<file path="src/rtl/gaussian_surface_level_set_defines.svh">
// Assertion macros for the Gaussian surface level set block.
// Used by the top level; depends on nothing else.
`ifndef GAUSSIAN_SURFACE_LEVEL_SET_DEFINES_SVH
`define GAUSSIAN_SURFACE_LEVEL_SET_DEFINES_SVH
// Implication checked on every clock edge outside reset.
`define GSLS_ASSERT_IMP(label, clk, rstn, lhs, rhs, msg) \
    label: assert property (@(posedge clk) disable iff (!rstn) (lhs) |-> (rhs)) \
        else $error(msg);
// Implication checked in the cycle after the antecedent.
`define GSLS_ASSERT_NEXT(label, clk, rstn, lhs, rhs, msg) \
    label: assert property (@(posedge clk) disable iff (!rstn) (lhs) |=> (rhs)) \
        else $error(msg);
`endif

</file>
<file path="src/rtl/gsls_pkg.sv">
// Shared types, constants and the 2^f table for the level set block.
// No dependencies.
`timescale 1ns / 1ps
`default_nettype none
package gsls_pkg;

    localparam logic [23:0] SUM_MAX  = 24'hFFFFFF;
    localparam logic [23:0] SUM_STOP = 24'd98304;
    localparam logic [16:0] LOG2E_Q16 = 17'd94548;
    localparam logic [15:0] DECAY_RESET = 16'hE800;

    typedef enum logic [0:0] {
        OP_LOAD  = 1'b0,
        OP_QUERY = 1'b1
    } op_t;

    typedef enum logic [0:0] {
        REG_DECAY = 1'b0,
        REG_COUNT = 1'b1
    } reg_idx_t;

    typedef enum logic [2:0] {
        ST_IDLE,
        ST_READ,
        ST_DIST,
        ST_LAUNCH,
        ST_DIV,
        ST_EXP,
        ST_ACC,
        ST_DONE
    } state_t;

    // controller -> datapath
    typedef struct packed {
        logic load_query;
        logic clear_acc;
        logic start_div;
        logic do_dist;
        logic do_exp;
        logic do_acc;
    } cmd_t;

    // datapath -> controller
    typedef struct packed {
        logic div_done;
        logic exp_done;
        logic stop;
    } status_t;

    // 2^(i/depth) in Q1.16, from the exp series summed up to the x^14 term.
    function automatic logic [16:0] pow2_entry(input int unsigned i, input int unsigned depth);
        logic [63:0] x;
        logic [63:0] sum;
        logic [63:0] term;
        logic [127:0] prod;
        x = ((64'(i)) * 64'd2977044472) / 64'(depth);
        sum = 64'd1 << 32;
        term = 64'd1 << 32;
        for (int k = 1; k <= 14; k++) begin
            prod = 128'(term) * 128'(x);
            term = 64'(prod >> 32) / 64'(k);
            sum = sum + term;
        end
        return 17'((sum + 64'd32768) >> 16);
    endfunction

endpackage
`default_nettype wire

</file>
<file path="src/rtl/gsls_ctrl.sv">
// Controller: walks the atom table for one query at a time.
// Depends on gsls_pkg.
`timescale 1ns / 1ps
`default_nettype none
module gsls_ctrl import gsls_pkg::*; #(
    parameter int MAX_ATOMS = 256
) (
    input  wire logic                         aclk,
    input  wire logic                         aresetn,
    input  wire logic                         start,
    input  wire logic [8:0]                   walk_len,
    input  wire status_t                      status,
    input  wire logic                         res_taken,
    output cmd_t                              cmd,
    output logic [$clog2(MAX_ATOMS)-1:0]      rd_addr,
    output logic                              busy,
    output logic                              res_valid
);
    localparam int AW = $clog2(MAX_ATOMS);
    localparam int CW = $clog2(MAX_ATOMS + 1) > 9 ? $clog2(MAX_ATOMS + 1) : 9;

    state_t state_reg, state_next;
    logic [CW-1:0] idx_reg, idx_next, lim_reg, lim_next;

    always_ff @(posedge aclk) begin
        if (!aresetn) begin
            state_reg <= ST_IDLE;
            idx_reg <= '0;
            lim_reg <= '0;
        end else begin
            state_reg <= state_next;
            idx_reg <= idx_next;
            lim_reg <= lim_next;
        end
    end

    assign rd_addr = idx_reg[AW-1:0];

    always_comb begin
        state_next = state_reg;
        idx_next = idx_reg;
        lim_next = lim_reg;
        cmd = '0;
        busy = 1'b1;
        res_valid = 1'b0;
        unique case (state_reg)
            ST_IDLE: begin
                busy = 1'b0;
                if (start) begin
                    cmd.load_query = 1'b1;
                    cmd.clear_acc = 1'b1;
                    idx_next = '0;
                    lim_next = (CW'(walk_len) > CW'(MAX_ATOMS)) ? CW'(MAX_ATOMS)
                             : CW'(walk_len);
                    state_next = ST_READ;
                end
            end
            ST_READ: begin
                if (idx_reg >= lim_reg || status.stop) state_next = ST_DONE;
                else state_next = ST_DIST;
            end
            ST_DIST: begin
                cmd.do_dist = 1'b1;
                state_next = ST_LAUNCH;
            end
            ST_LAUNCH: begin
                // launch the divider once the squared distance is registered
                cmd.start_div = 1'b1;
                state_next = ST_DIV;
            end
            ST_DIV: begin
                if (!status.div_done) begin
                    state_next = ST_DIV;
                end else begin
                    state_next = ST_EXP;
                end
            end
            ST_EXP: begin
                cmd.do_exp = 1'b1;
                if (status.exp_done) state_next = ST_ACC;
            end
            ST_ACC: begin
                cmd.do_acc = 1'b1;
                idx_next = idx_reg + CW'(1);
                state_next = ST_READ;
            end
            ST_DONE: begin
                res_valid = 1'b1;
                if (res_taken) state_next = ST_IDLE;
            end
            default: state_next = ST_IDLE;
        endcase
    end
endmodule
`default_nettype wire
</file>
<file path="config.mk">
export PLATFORM = sky130hd
export DESIGN_NAME = gsls_ctrl
export DESIGN_NICKNAME = d
export VERILOG_FILES = /design/src/rtl/gaussian_surface_level_set_defines.svh /design/src/rtl/gsls_pkg.sv /design/src/rtl/gsls_ctrl.sv
export SDC_FILE = /design/constraint.sdc
export NUM_CORES = 1
export LEC_CHECK = 0
export BUFFER_PORTS_ARGS = -buffer_cell sky130_fd_sc_hd__buf_2
export CORE_UTILIZATION = 50
export CTS_CLUSTER_SIZE = 10
export DETAILED_ROUTE_END_ITERATION = 6
export GPL_TIMING_DRIVEN = 0
export PLACE_DENSITY = 0.75
export RECOVER_POWER = 100
export SLEW_MARGIN = 40
export SYNTH_ARGS = -nofsm -noshare
export SYNTH_HDL_FRONTEND = slang
export SYNTH_SLANG_ARGS = --single-unit
</file>
<file path="constraint.sdc">
create_clock -name aclk -period 2.3 [get_ports aclk]
set_clock_uncertainty 0.1 [all_clocks]
set_input_delay 0.23 -clock aclk [delete_from_list [all_inputs] [get_ports aclk]]
set_output_delay 0.23 -clock aclk [all_outputs]
set_load 0.02 [all_outputs]
</file>
* Word level (Yosys, flattened, before mapping)
Cells that the tools add are included.
Storage, ports and cells: register bits 21, bits of input ports 16, output and inout bits 16, logic and storage cells 39
Cells by class: add/sub/neg operators 1, order comparisons 2, equality and inequality tests 10, muxes and demuxes 17, reduce and logical (&&, ||, !) cells 6
Operators by type and width (count):
- 3-bit case mux with 8 select lines | 1
- 9-bit two-way mux | 2
- 9-bit case mux with 2 select lines | 1
- 3-bit == test (second input constant) | 4
- 3-bit two-way mux | 4
- 9-bit by 1-bit adder with 9-bit output (second input constant) | 1
- 9-bit greater-or-equal comparator | 1
- 9-bit > comparator (second input constant) | 1
- 1-bit two-way mux | 7
- 3-bit by 2-bit == test with 1-bit output (second input constant) | 2
- 2-bit inequality test (second input constant) | 3
- 2-bit two-way mux | 2
- 2-bit AND reduction | 2
- 3-bit by 1-bit == test with 1-bit output (second input constant) | 1
- 3-bit zero test | 1
- 3-bit AND reduction | 1
- 2-bit nonzero test | 1
- 1-bit logical OR | 1

* Longest topological paths before layout
depth in word-level cells 4, gate-level depth with buffers 7, gate-level depth less buffers 6

* Worst setup path after synthesis
OpenSTA, ideal clock, no wires.
path type register -> output, start point register state_reg[1], end point output cmd[5] in the netlist's numbering, data arrival time 1.362 ns, required time 1.970 ns, path slack 0.608 ns, cell stages (with the launch flop) 7, path buffers 4, cell sequence dfxtp_1 buf_6 or4b_4 buf_6 inv_6 buf_12 buf_4
RTL lines:
- from (decl) | line gsls_ctrl.sv:22 | state_t state_reg, state_next;
- from (signal assigned) | line gsls_ctrl.sv:31 | state_reg <= state_next;
- to (decl) | line gsls_ctrl.sv:14 | output cmd_t cmd,

==> impl_metrics.toml <==
[place]
gp_congestion = 0.8126
dpl.hpwl_mm = 2.478
io_buffers = 31

[sta]
max_slew_margin_pct = 67.77
slew_violations = 0
setup_violations = 0
fmax_mhz = 454.7
tns_ns = 0
layout_min_cycle_time_ns = 2.199
hold_viol_final = 0
finalCritPeriodShare_pct = 95.62
rsz0062_at_grt = "false"
tightest_slew_ns = 0.4835

[synth]
synth_area_leaders = "dfxtp_1 (30%), ha_1 (8.8%), nand2_1 (6.6%)"
async_flop_share_pct = 0
syn-cell-area_mm2 = 0.001414
ys_seq_elements = 21
synth_top_area_share_pct = 29.73
yosysMostFrequentCell = "nand2_1"
synth_edf_count = 0
synthDistinctLibCells = 35
yosys.area.top_type = "dfxtp_1"
avgSynthCellArea_um2 = 8.173
synth_common_cells = "nand2_1 (25), dfxtp_1 (21), nor2_1 (13)"
syn_inst = 173
synth.net_count = 199
seq_area_frac_synth_pct = 29.73
yosys_warnings = 0
synthFlopType = "dfxtp_1"

[cells_and_area]
syn_to_final_growth_pct = 13.01
multi_input_area_um2 = 785.8
antenna_cells = 0
drive_gt1_share_pct = 20.67
nets = 235
fill_cells = 253
regArea_um2 = 420.4

[outcome]
status = "completed"

[detailed_routing]
first_pass_iters = 4
route.detailed.drc = 0
antenna_left = 0
vias = 1297
viasPerCell = 5.450
routed_wl_mm = 3.138
drt_iter0_drc = 24
wire_per_inst_um = 13.18

[cts]
cts_buffers = 3
cts_setup_buffers = 0
cts.sinks = 21
clk_pin_slew_ns = 0.13
ctsResizeCount = 0
cts_max_level = 1
cts_tree = "built"
cts.path.max_buffers = 2
cts-root-buf = "clkbuf_4"
cts_hold_buf = 0
clk_latency_ns = 0.31

[critical_path]
path_cells = "buf_6 -> or4b_1 -> buf_6 -> inv_6 -> buf_12 -> buf_4 -> clkbuf_2"
reg2regPathDepth = 6
crit_fanout = 11
crit_arrival_ns = 1.87
reg2reg_setup_slack_ns = 0.43
cpMaxStageDelayCell = "or4b_1"
worst_path_most_repeated_cell = "buf_6"
reg2reg_from = "lim_reg[8]"
crit_path_start_kind = "register"
end_kind = "output port"
worstSetupEndpoint = "cmd[5]"
required_ns = 1.97
crit_buf_inv = 6
path_delay_family = "buffers and inverters"
max_stage_delay_ns = 0.51
criticalPathCategory = "register to output port"
crit_start = "state_reg[1]"
crit_cells = 7
timing.rr.end = "state_reg[0]"

[floorplanning]
io_pins = 32
die_h_um = 55.18
core_mm2 = 0.002567
num_rows = 18
die_w_um = 55.18
initial_core_util_pct = 55.07
dieArea_mm2 = 0.003044

[global_route]
globalRoute.totalOverflow = 0
grtUsageTotal_pct = 22.35
first_global_vias = 1099
grt_pass1_wl_mm = 4.781
grt_max_degree = 13
antenna_found_initial = 0

[power]
vdd_drop_max_mv = 0.5249
p_leak_nw = 0.6620
p_per_area_mw_per_mm2 = 780.9
power_mw = 1.248

[min_path]
min_path_type = "input pin to register"

[flow_run]
drv_cap = 0
[per-layer routing]
metal	GRT usage, %	share of wire [%]	vias to the layer above	routed length [um]
met3	2.459	4.8	4	150
met4	6.250	1.0	0	32
met1	27.39	46	598	1434
met2	40.76	48	39	1520
li1	-	-	656	-
met5	0	0	-	0
[worst min-delay path, delay by kind of cell]
kind	cells	cell delay (ns)
AND/OR/NAND/NOR	1	0.08
buffers and inverters	1	0.10
AO/OA/AOI/OAI	1	0.05
[power breakdown]
part	internal, mW	switching, mW	leakage [nW]
clock network	0.0650	0.124	0.0177
logic	0.234	0.387	0.474
registers	0.410	0.0276	0.171
[how the worst min path moves through the flow]
stage	slack, ns	endpoint	from	depth (start not counted)
2_1_floorplan	0.26	lim_reg[8]	walk_len[8]	2
3_3_place_gp	0.35	lim_reg[8]	lim_reg[8]	2
3_5_place_dp	0.35	lim_reg[2]	lim_reg[2]	2
4_1_cts	0.07	lim_reg[2]	walk_len[2]	3
5_1_grt	0.07	lim_reg[2]	walk_len[2]	3
6_report	0.07	lim_reg[2]	walk_len[2]	3
[logic make-up (layout without fill, tap and decap cells)]
kind of cell             Yosys count  count (layout)  share of synthesized area [%]
AO/OA/AOI/OAI                     33              33                          17.52
AND/OR/NAND/NOR                   72              72                          26.28
adder cells (fa/ha/maj)           10              10                          8.850
buffers and inverters             31              66                          13.36
flip-flops                        21              21                          29.73
multiplexers                       6               6                          4.248
[through the flow]
step / utilization [%] / hold WS [ns] / std cells / instance area [um2] / setup WS [ns]
3_5_place_dp: 62.57 / 0.3489 / 234 / 1607 / 0.4206
3_3_place_gp: 62.57 / 0.3472 / 234 / 1607 / 0.4857
4_1_cts: 63.65 / 0.06861 / 238 / 1634 / 0.1086
5_1_grt: 62.23 / 0.06968 / 238 / 1598 / 0.04073
2_1_floorplan: - / 0.2648 / 173 / 1414 / 0.6083
6_report: 62.23 / 0.07178 / 238 / 1598 / 0.1007
[layout by cell type, fill, tap and decap left out, drive strengths merged]
master,Yosys,layout
a211oi,2,2
a21boi,12,12
a21oi,6,6
a31oi,2,2
and2,4,4
buf,15,28
clkbuf,3,24
clkinv,0,1
dfxtp,21,21
ha,10,10
inv,13,13
mux2i,6,6
nand2,25,25
nand2b,2,2
nand3,7,7
nand3b,9,9
nand4,1,1
nor2,13,13
nor2b,1,1
nor3,7,7
nor3b,1,1
nor4b,1,1
o2111a,1,1
o2111ai,1,1
o21ai,7,7
o221ai,1,1
o22ai,1,1
or4b,1,1
[area by class of cell]
type                            count  area share [%]
Sequential cell                    21           26.31
Tap cell                           30           2.349
Clock inverter                      1          0.3132
Buffer                             18           8.379
Timing Repair Buffer               31           8.692
Clock buffer                        3           1.410
Inverter                           13           3.367
Multi-Input combinational cell    121           49.18
No activity file was read; power rests on OpenSTA's default activity.
